`src/rtl/fdfb_pkg.sv`:
```
package fdfb_pkg;

    // Display geometry
    localparam int NUM_COLUMNS       = 16;
    localparam int COLUMN_BYTES      = 4;
    localparam int PANELS_TALL       = 2;
    localparam int PANEL_ROWS        = 16;
    localparam int PANEL_ACTIVE_ROWS = 14;
    localparam int DOTS_PER_BYTE     = 8;

    localparam int STORE_SIZE = NUM_COLUMNS * COLUMN_BYTES;
    localparam int ROW_BITS   = COLUMN_BYTES * DOTS_PER_BYTE;
    localparam int ADDR_W     = (STORE_SIZE > 1) ? $clog2(STORE_SIZE) : 1;
    localparam int COL_W      = $clog2(NUM_COLUMNS);
    localparam int BYTE_W     = (COLUMN_BYTES > 1) ? $clog2(COLUMN_BYTES) : 1;

    // Command codes on the request side
    localparam logic [1:0] CMD_SET_PIXEL = 2'd0;
    localparam logic [1:0] CMD_CLEAR     = 2'd1;
    localparam logic [1:0] CMD_REFRESH   = 2'd2;

    // Serial actions on the result side
    typedef enum logic [2:0] {
        ACT_COL_SHIFT    = 3'd0,
        ACT_ROW_SHIFT    = 3'd1,
        ACT_STROBE       = 3'd2,
        ACT_ENABLE_BLACK = 3'd3,
        ACT_ENABLE_WHITE = 3'd4,
        ACT_ENABLE_NONE  = 3'd5
    } t_action;

    // Frame store access from the sequencer
    typedef struct packed {
        logic              rd_en;
        logic [ADDR_W-1:0] rd_addr;
        logic              wr_en;
        logic [ADDR_W-1:0] wr_addr;
        logic [7:0]        wr_data;
        logic              clear;
    } t_store_req;

    // Dot location of a set-pixel request
    typedef struct packed {
        logic              ok;
        logic [COL_W-1:0]  col;
        logic [ADDR_W-1:0] addr;
        logic [2:0]        bitpos;
    } t_map;

    // Map panel coordinates to a store byte and bit
    function automatic t_map map_dot(input logic [3:0] x, input logic [4:0] y);
        t_map m;
        int   xi;
        int   yi;
        int   row;
        xi  = int'(x);
        yi  = int'(y);
        row = yi;
        for (int p = 1; p < PANELS_TALL; p++) begin
            if (yi >= p * PANEL_ACTIVE_ROWS) begin
                row = p * PANEL_ROWS + yi - p * PANEL_ACTIVE_ROWS;
            end
        end
        m.ok     = (xi < NUM_COLUMNS) && (yi < PANELS_TALL * PANEL_ACTIVE_ROWS)
                   && (row < ROW_BITS);
        m.col    = COL_W'(xi);
        m.addr   = ADDR_W'(xi * COLUMN_BYTES + row / DOTS_PER_BYTE);
        m.bitpos = 3'(row % DOTS_PER_BYTE);
        return m;
    endfunction

    // Pick the lowest set bit of the dirty mask
    function automatic logic [COL_W-1:0] lowest_dirty(input logic [NUM_COLUMNS-1:0] mask);
        logic [COL_W-1:0] idx;
        idx = '0;
        for (int i = NUM_COLUMNS - 1; i >= 0; i--) begin
            if (mask[i]) begin
                idx = COL_W'(i);
            end
        end
        return idx;
    endfunction

    // Store address of one byte of a column
    function automatic logic [ADDR_W-1:0] byte_addr(input logic [COL_W-1:0] col, input int idx);
        return ADDR_W'(int'(col) * COLUMN_BYTES + idx);
    endfunction

endpackage

```
`src/rtl/fdfb_store.sv`:
```
module fdfb_store (
    input  logic                i_clk,
    input  logic                i_rst_n,
    input  fdfb_pkg::t_store_req i_req,
    output logic [7:0]          o_rd_data
);

    logic [7:0]                     r_mem [fdfb_pkg::STORE_SIZE];
    logic [fdfb_pkg::STORE_SIZE-1:0] r_valid;
    logic [7:0]                     r_rd_data;
    logic                           r_rd_ok;

    // Write the byte array and register the read data
    always_ff @(posedge i_clk) begin
        if (i_req.wr_en) begin
            r_mem[i_req.wr_addr] <= i_req.wr_data;
        end
        if (i_req.rd_en) begin
            r_rd_data <= r_mem[i_req.rd_addr];
        end
    end

    // Track written bytes; clear drops them all at once
    always_ff @(posedge i_clk) begin
        if (!i_rst_n) begin
            r_valid <= '0;
            r_rd_ok <= 1'b0;
        end else begin
            if (i_req.clear) begin
                r_valid <= '0;
            end else if (i_req.wr_en) begin
                r_valid[i_req.wr_addr] <= 1'b1;
            end
            if (i_req.rd_en) begin
                r_rd_ok <= r_valid[i_req.rd_addr];
            end
        end
    end

    // Read an unwritten byte as blank
    assign o_rd_data = r_rd_ok ? r_rd_data : 8'h00;

endmodule

```
`src/rtl/flipdot_framebuffer_refresh_top.sv`:
```
// Flip-dot frame buffer with column refresh.
// Request channel (i_s_*): tuser carries the command (set pixel, clear frame,
// refresh), tdata carries pixel_x, pixel_y and pixel_on. Result channel
// (o_m_*): one serial action per item, tuser is the action, tdata carries the
// shift bit and column index, tlast marks the final action (enable none).
// Set pixel reads one store byte, then writes it back with the dot modified,
// and returns nothing. Clear returns nothing. Refresh picks the
// lowest dirty column and streams NUM_COLUMNS + 8*COLUMN_BYTES + 4 actions
// (52 here), one per cycle while i_m_tready is high; the first action is
// loaded into the output register from the S_COL state. The rate is set by
// the action sequencer, which emits one action per cycle while the output
// register can load, and reads the column bytes one at a time through the
// single store read port. A refresh with nothing dirty returns nothing.
// The block takes no request while a command is in progress.
// After reset the store reads as all dark and every column is dirty.
// When the receiver stalls, the output register holds its action and the
// sequencer waits; no action is lost or repeated.
module flipdot_framebuffer_refresh_top (
    input  logic        i_clk,
    input  logic        i_rst_n,
    input  logic        i_s_tvalid,
    output logic        o_s_tready,
    input  logic [15:0] i_s_tdata,   // pixel_x[3:0], pixel_y[8:4], pixel_on[9], zero[15:10]
    input  logic [1:0]  i_s_tuser,   // command[1:0]
    output logic        o_m_tvalid,
    input  logic        i_m_tready,
    output logic [7:0]  o_m_tdata,   // shift_bit[0], column_index[4:1], zero[7:5]
    output logic [2:0]  o_m_tuser,   // action[2:0]
    output logic        o_m_tlast    // last_action
);

    localparam int CNT_W = (fdfb_pkg::COL_W > 2) ? fdfb_pkg::COL_W : 2;

    typedef enum logic [2:0] {
        S_IDLE,
        S_SET_WR,
        S_COL,
        S_ROW,
        S_CTRL
    } t_state;

    t_state                            r_state, n_state;
    logic [fdfb_pkg::NUM_COLUMNS-1:0]  r_dirty, n_dirty;
    logic [fdfb_pkg::COL_W-1:0]        r_col, n_col;
    logic [CNT_W-1:0]                  r_cnt, n_cnt;
    logic [2:0]                        r_bit, n_bit;
    logic [fdfb_pkg::BYTE_W-1:0]       r_bidx, n_bidx;
    logic [7:0]                        r_byte, n_byte;
    fdfb_pkg::t_map                    r_map, n_map;
    logic                              r_on, n_on;
    logic                              r_out_valid, n_out_valid;
    fdfb_pkg::t_action                 r_out_action, n_out_action;
    logic                              r_out_bit, n_out_bit;
    logic [3:0]                        r_out_col, n_out_col;
    logic                              r_out_last, n_out_last;

    fdfb_pkg::t_store_req              w_req;
    logic [7:0]                        w_rd_data;
    logic                              w_accept;
    logic                              w_load;
    logic [31:0]                       w_col_ext;
    logic [7:0]                        w_mod;

    fdfb_store u_store (
        .i_clk     (i_clk),
        .i_rst_n   (i_rst_n),
        .i_req     (w_req),
        .o_rd_data (w_rd_data)
    );

    assign o_s_tready = (r_state == S_IDLE);
    assign w_accept   = i_s_tvalid && o_s_tready;
    assign w_load     = !r_out_valid || i_m_tready;
    assign w_col_ext  = 32'(r_col);

    // Modify the addressed dot of the byte read back
    always_comb begin
        w_mod = w_rd_data;
        w_mod[r_map.bitpos] = r_on;
    end

    // Sequence commands and serial actions
    always_comb begin
        n_state      = r_state;
        n_dirty      = r_dirty;
        n_col        = r_col;
        n_cnt        = r_cnt;
        n_bit        = r_bit;
        n_bidx       = r_bidx;
        n_byte       = r_byte;
        n_map        = r_map;
        n_on         = r_on;
        n_out_valid  = r_out_valid && !i_m_tready;
        n_out_action = r_out_action;
        n_out_bit    = r_out_bit;
        n_out_col    = r_out_col;
        n_out_last   = r_out_last;
        w_req        = '0;

        case (r_state)
            S_IDLE: begin
                if (w_accept) begin
                    case (i_s_tuser)
                        fdfb_pkg::CMD_SET_PIXEL: begin
                            n_map         = fdfb_pkg::map_dot(i_s_tdata[3:0], i_s_tdata[8:4]);
                            n_on          = i_s_tdata[9];
                            w_req.rd_en   = n_map.ok;
                            w_req.rd_addr = n_map.addr;
                            n_state       = S_SET_WR;
                        end
                        fdfb_pkg::CMD_CLEAR: begin
                            w_req.clear = 1'b1;
                            n_dirty     = '1;
                        end
                        fdfb_pkg::CMD_REFRESH: begin
                            if (|r_dirty) begin
                                n_col         = fdfb_pkg::lowest_dirty(r_dirty);
                                n_cnt         = '0;
                                w_req.rd_en   = 1'b1;
                                w_req.rd_addr = fdfb_pkg::byte_addr(n_col, 0);
                                n_state       = S_COL;
                            end
                        end
                        default: begin
                        end
                    endcase
                end
            end
            S_SET_WR: begin
                if (r_map.ok) begin
                    w_req.wr_en   = 1'b1;
                    w_req.wr_addr = r_map.addr;
                    w_req.wr_data = w_mod;
                    n_dirty[r_map.col] = 1'b1;
                end
                n_state = S_IDLE;
            end
            S_COL: begin
                if (w_load) begin
                    n_out_valid  = 1'b1;
                    n_out_action = fdfb_pkg::ACT_COL_SHIFT;
                    n_out_bit    = (CNT_W'(r_col) == r_cnt);
                    n_out_col    = w_col_ext[3:0];
                    n_out_last   = 1'b0;
                    if (r_cnt == CNT_W'(fdfb_pkg::NUM_COLUMNS - 1)) begin
                        // Take byte 0 and fetch byte 1 ahead
                        n_byte  = w_rd_data;
                        n_bidx  = '0;
                        n_bit   = '0;
                        n_state = S_ROW;
                        if (fdfb_pkg::COLUMN_BYTES > 1) begin
                            w_req.rd_en   = 1'b1;
                            w_req.rd_addr = fdfb_pkg::byte_addr(r_col, 1);
                        end
                    end else begin
                        n_cnt = r_cnt + 1'b1;
                    end
                end
            end
            S_ROW: begin
                if (w_load) begin
                    n_out_valid  = 1'b1;
                    n_out_action = fdfb_pkg::ACT_ROW_SHIFT;
                    n_out_bit    = r_byte[r_bit];
                    n_out_last   = 1'b0;
                    n_bit        = r_bit + 1'b1;
                    if (r_bit == 3'd7) begin
                        if (r_bidx == fdfb_pkg::BYTE_W'(fdfb_pkg::COLUMN_BYTES - 1)) begin
                            n_cnt   = '0;
                            n_state = S_CTRL;
                        end else begin
                            // Advance to the next byte and prefetch the one after
                            n_byte = w_rd_data;
                            n_bidx = r_bidx + 1'b1;
                            if (int'(r_bidx) + 2 < fdfb_pkg::COLUMN_BYTES) begin
                                w_req.rd_en   = 1'b1;
                                w_req.rd_addr = fdfb_pkg::byte_addr(r_col, int'(r_bidx) + 2);
                            end
                        end
                    end
                end
            end
            S_CTRL: begin
                if (w_load) begin
                    n_out_valid = 1'b1;
                    n_out_bit   = 1'b0;
                    n_out_last  = 1'b0;
                    n_cnt       = r_cnt + 1'b1;
                    case (r_cnt[1:0])
                        2'd0:    n_out_action = fdfb_pkg::ACT_STROBE;
                        2'd1:    n_out_action = fdfb_pkg::ACT_ENABLE_BLACK;
                        2'd2:    n_out_action = fdfb_pkg::ACT_ENABLE_WHITE;
                        default: begin
                            n_out_action   = fdfb_pkg::ACT_ENABLE_NONE;
                            n_out_last     = 1'b1;
                            n_dirty[r_col] = 1'b0;
                            n_state        = S_IDLE;
                        end
                    endcase
                end
            end
            default: begin
                n_state = S_IDLE;
            end
        endcase
    end

    // Hold state and the output register
    always_ff @(posedge i_clk) begin
        if (!i_rst_n) begin
            r_state     <= S_IDLE;
            r_dirty     <= '1;
            r_out_valid <= 1'b0;
        end else begin
            r_state     <= n_state;
            r_dirty     <= n_dirty;
            r_out_valid <= n_out_valid;
        end
        r_col        <= n_col;
        r_cnt        <= n_cnt;
        r_bit        <= n_bit;
        r_bidx       <= n_bidx;
        r_byte       <= n_byte;
        r_map        <= n_map;
        r_on         <= n_on;
        r_out_action <= n_out_action;
        r_out_bit    <= n_out_bit;
        r_out_col    <= n_out_col;
        r_out_last   <= n_out_last;
    end

    assign o_m_tvalid = r_out_valid;
    assign o_m_tdata  = {3'b000, r_out_col, r_out_bit};
    assign o_m_tuser  = r_out_action;
    assign o_m_tlast  = r_out_last;

endmodule

```
`config.mk`:
```
export PLATFORM = sky130hd
export DESIGN_NAME = flipdot_framebuffer_refresh_top
export DESIGN_NICKNAME = d
export VERILOG_FILES = /design/src/rtl/fdfb_pkg.sv /design/src/rtl/fdfb_store.sv /design/src/rtl/flipdot_framebuffer_refresh_top.sv
export SDC_FILE = /design/constraint.sdc
export NUM_CORES = 1
export LEC_CHECK = 0
export BUFFER_PORTS_ARGS = -buffer_cell sky130_fd_sc_hd__buf_2
export CORE_MARGIN = 3
export CORE_UTILIZATION = 64
export CTS_CLUSTER_DIAMETER = 120
export DETAILED_ROUTE_END_ITERATION = 7
export PLACE_DENSITY = 0.82
export SYNTH_ARGS = -nofsm -noshare
export SYNTH_HDL_FRONTEND = slang
export SYNTH_HIERARCHICAL = 1
export SYNTH_SLANG_ARGS = --single-unit
```
`constraint.sdc`:
```
create_clock -name i_clk -period 6.5 [get_ports i_clk]
set_input_delay 0 -clock i_clk [delete_from_list [all_inputs] [get_ports i_clk]]
set_output_delay 0 -clock i_clk [all_outputs]
set_load 0.02 [all_outputs]
```
==> impl_results.md <==
- Status: complete, no violations
- Pwr/cell area: 311 mW/mm^2
- GRT Total Usage: 27.8%
- Fillers: 2264
- RSZ-0062 raised after global routing: false
- Fin Clk Skew: 22.7 ps
- Most area-consuming cells after synthesis: edfxtp_1 (65%), mux4_2 (15%), dfxtp_1 (6.5%), o21a_1 (2.0%), nor2_1 (1.5%)
- Iteration count of the initial detailed-routing pass: 5
- Sw Pwr: 2.14 mW
- Register area share after synthesis: 71.0%
- Seq pwr share: 51.6%
- Worst-Skew Late Latency: 630 ps
- Diode count: 0
- Top-count cell post-synth: edfxtp_1
- Setup TNS: 0 ps
- Row count: 73
- CTS clk-pin slew, worst paths: 60 ps
- Sw frac: 23.5%
- Post-synth EDFFs: 565
- CTS tree: yes
- Worst Tran Pin Value: 1280 ps
- Core area: 0.0402 mm^2
- Crit path time final: 5260 ps
- Largest net degree at the start of global routing: 121
- First-pass GRT wire length: 90800 um
- Antenna Nets Post-Route: 0
- Vias in the first global route: 14000
- Max VDD drop: 0.224 mV
- Mean Syn Cell Area: 18.4 um^2
- Drt wl/cell: 29.1 um
- WL final: 60100 um
- Post-CTS Setup Bufs: 0
- Post-synth top area cell: edfxtp_1
- Cts repair resizes: 0
- Flops & latches, synth: 650
- Hold Crit Class: input pin to flop
- Area of the multi-input gates: 0.00731 mm^2
- Final Cell Area: 0.0292 mm^2
- Placed Cells: 1930
- Sequential Area: 0.0187 mm^2
- Nets: 1519
- Hold_buf cts: 18
- Full die area: 0.0436 mm^2
- Port bufs: 26
- Critical path class: flop to flop
- CP Data Required Time: 6850 ps
- Area Growth Syn to Fin: 11.1%
- YS warnings: 6
- Slew Limit Headroom: 14.5%
- Final Hold Vio Count: 0
- Logic pwr share: 9.5%
- GRT overflow: 0
- Max-Cap Viols: 0
- DIE WIDTH: 209 um
- Post-route total power: 9.09 mW
- Root Buffer: clkbuf_16
- Initial antenna violation count: 2
- Vias: 14300
- H-tree levels: 2
- Gate Count Post-Synth: 1433
- # setup viols final: 0
- Leakage power: 8.50 nW
- Crit path launch type: flop
- Drc violations: 0
- Top Ports: 36
- Clk pwr share: 38.9%
- Routability cong.: 0.892
- Async set-reset flop share out of synthesis: 0%
- Endpoint type of the worst setup path: flop
- Internal power: 6.95 mW
- Layout cells sized above 1: 23.6%
- CTS buffer count: 60
- Die height: 209 um
- DP Area: 0.0270 mm^2
- Fin cells: 2062
- Starting Density: 65.4%
- Arr. time, crit path: 5610 ps
- Top_reg_cell synth: edfxtp_1
- Detailed Route Iter0 Violations: 1978
- DP Wirelength: 33900 um
- CP max FO: 120
- Period utilization: 80.9%
- Cell area after synthesis: 0.0263 mm^2
- Max Fclk: 0.190 GHz
- Top cell type's share of synthesized area: 64.5%
- Vias/cell: 6.93
- Final Max Slew Viols: 0
- Commonest cells in the netlist: edfxtp_1 (565), mux4_2 (178), nor2_1 (105)
- Clk sinks: 650
- CTS Buffer Depth: 3
- Cell variety after synth: 69
## cell families (layout without fill, tap and decap cells)
| family | count (synthesis) | in the layout | share of synthesized area [%] |
|---|---|---|---|
| muxes | 207 | 207 | 16.4 |
| other | 1 | 3 | 0.0143 |
| buffers and inverters | 97 | 199 | 1.70 |
| adders and majority gates | 12 | 12 | 0.571 |
| DFF | 650 | 650 | 71.0 |
| AOI/OAI and AO/OA | 194 | 194 | 5.06 |
| xor gates and xnor gates | 11 | 11 | 0.366 |
| and+or+nand+nor | 261 | 261 | 4.93 |
## routing by layer
layer	track usage [%]	share of wire, %
met5	0	0.050
met3	5.43	11
met2	43.9	48
met1	40.3	37
met4	9.15	3.5
## layout make-up
| type | count | area share (%) |
|---|---|---|
| clock buffer | 85 | 6.02 |
| clock inverter | 29 | 0.843 |
| sequential | 650 | 63.9 |
| inverter | 13 | 0.167 |
| multi-input combinational | 688 | 25.0 |
| tap | 525 | 2.25 |
| timing repair buffer | 72 | 1.87 |
## stage by stage
| step | utilization, % | worst slack (ps) | hold slack, ps |
|---|---|---|---|
| 6_report | 72.7 | 1240 | 125 |
| 3_3_place_gp | 67.3 | 1380 | 198 |
| 2_1_floorplan | - | 2190 | 98.9 |
| 4_1_cts | 72.7 | 1310 | 100 |
| 5_1_grt | 72.7 | 931 | 123 |
| 3_5_place_dp | 67.3 | 1330 | 199 |
## power groups by stage
| stage | clock, mW | sequential (mW) | combinational (mW) |
|---|---|---|---|
| after floorplan | 0 | 4.74 | 0.629 |
| after global placement | 0 | 4.77 | 0.811 |
| after detailed placement | 0 | 4.77 | 0.830 |
| after CTS | 3.59 | 4.68 | 0.851 |
| after global routing | 3.74 | 4.69 | 0.919 |
| final | 3.54 | 4.69 | 0.862 |
## flip-flops by register name, summed over array words and instances (netlist names), 2 cells and up
register	count
r_bidx	2
r_map	14
r_dirty	16
r_state	3
r_out_col	4
u_store/r_mem	512
u_store/r_rd_data	8
r_col	4
r_cnt	4
u_store/r_valid	64
r_bit	3
r_byte	8
o_m_tuser	3
## worst max-delay path, cell delays in order, from the launching register on
cell and delay, ps:
dfxtp_1 600, or4b_1 710, nor3_2 790, a21oi_1 250, o21ai_4 140, buf_12 670
mux4_2 650, mux4_2 560, mux4_2 490
## final timing paths
path,start,to,depth (start not counted),slack [ps]
min reg2reg,u_store/r_valid[62]$_SDFFE_PP0P_,u_store/r_valid[62]$_SDFFE_PP0P_,1,460
max reg2reg,r_state[2]$_SDFFE_PN0P_,u_store/r_rd_data[7]$_DFFE_PP_,8,1240
max,r_state[2]$_SDFFE_PN0P_,u_store/r_rd_data[7]$_DFFE_PP_,8,1240
min,i_s_tdata[9],r_on$_DFFE_PP_,2,130
## cells in the final DEF, fill, tap and decap left out, types with 13 or more instances in the layout
| cell type | count |
|---|---|
| a21oi_1 | 31 |
| o21a_1 | 71 |
| mux2i_1 | 20 |
| buf_4 | 26 |
| dfxtp_1 | 85 |
| and2_1 | 19 |
| nand2_1 | 36 |
| nand3_1 | 19 |
| buf_2 | 26 |
| nand2b_1 | 15 |
| mux4_2 | 178 |
| clkbuf_16 | 63 |
| clkinv_2 | 17 |
| o21ai_0 | 27 |
| inv_1 | 13 |
| edfxtp_1 | 565 |
| nor2_1 | 98 |
| o211ai_1 | 19 |
| dlygate4sd3_1 | 18 |
No activity file was read; power rests on OpenSTA's default activity.
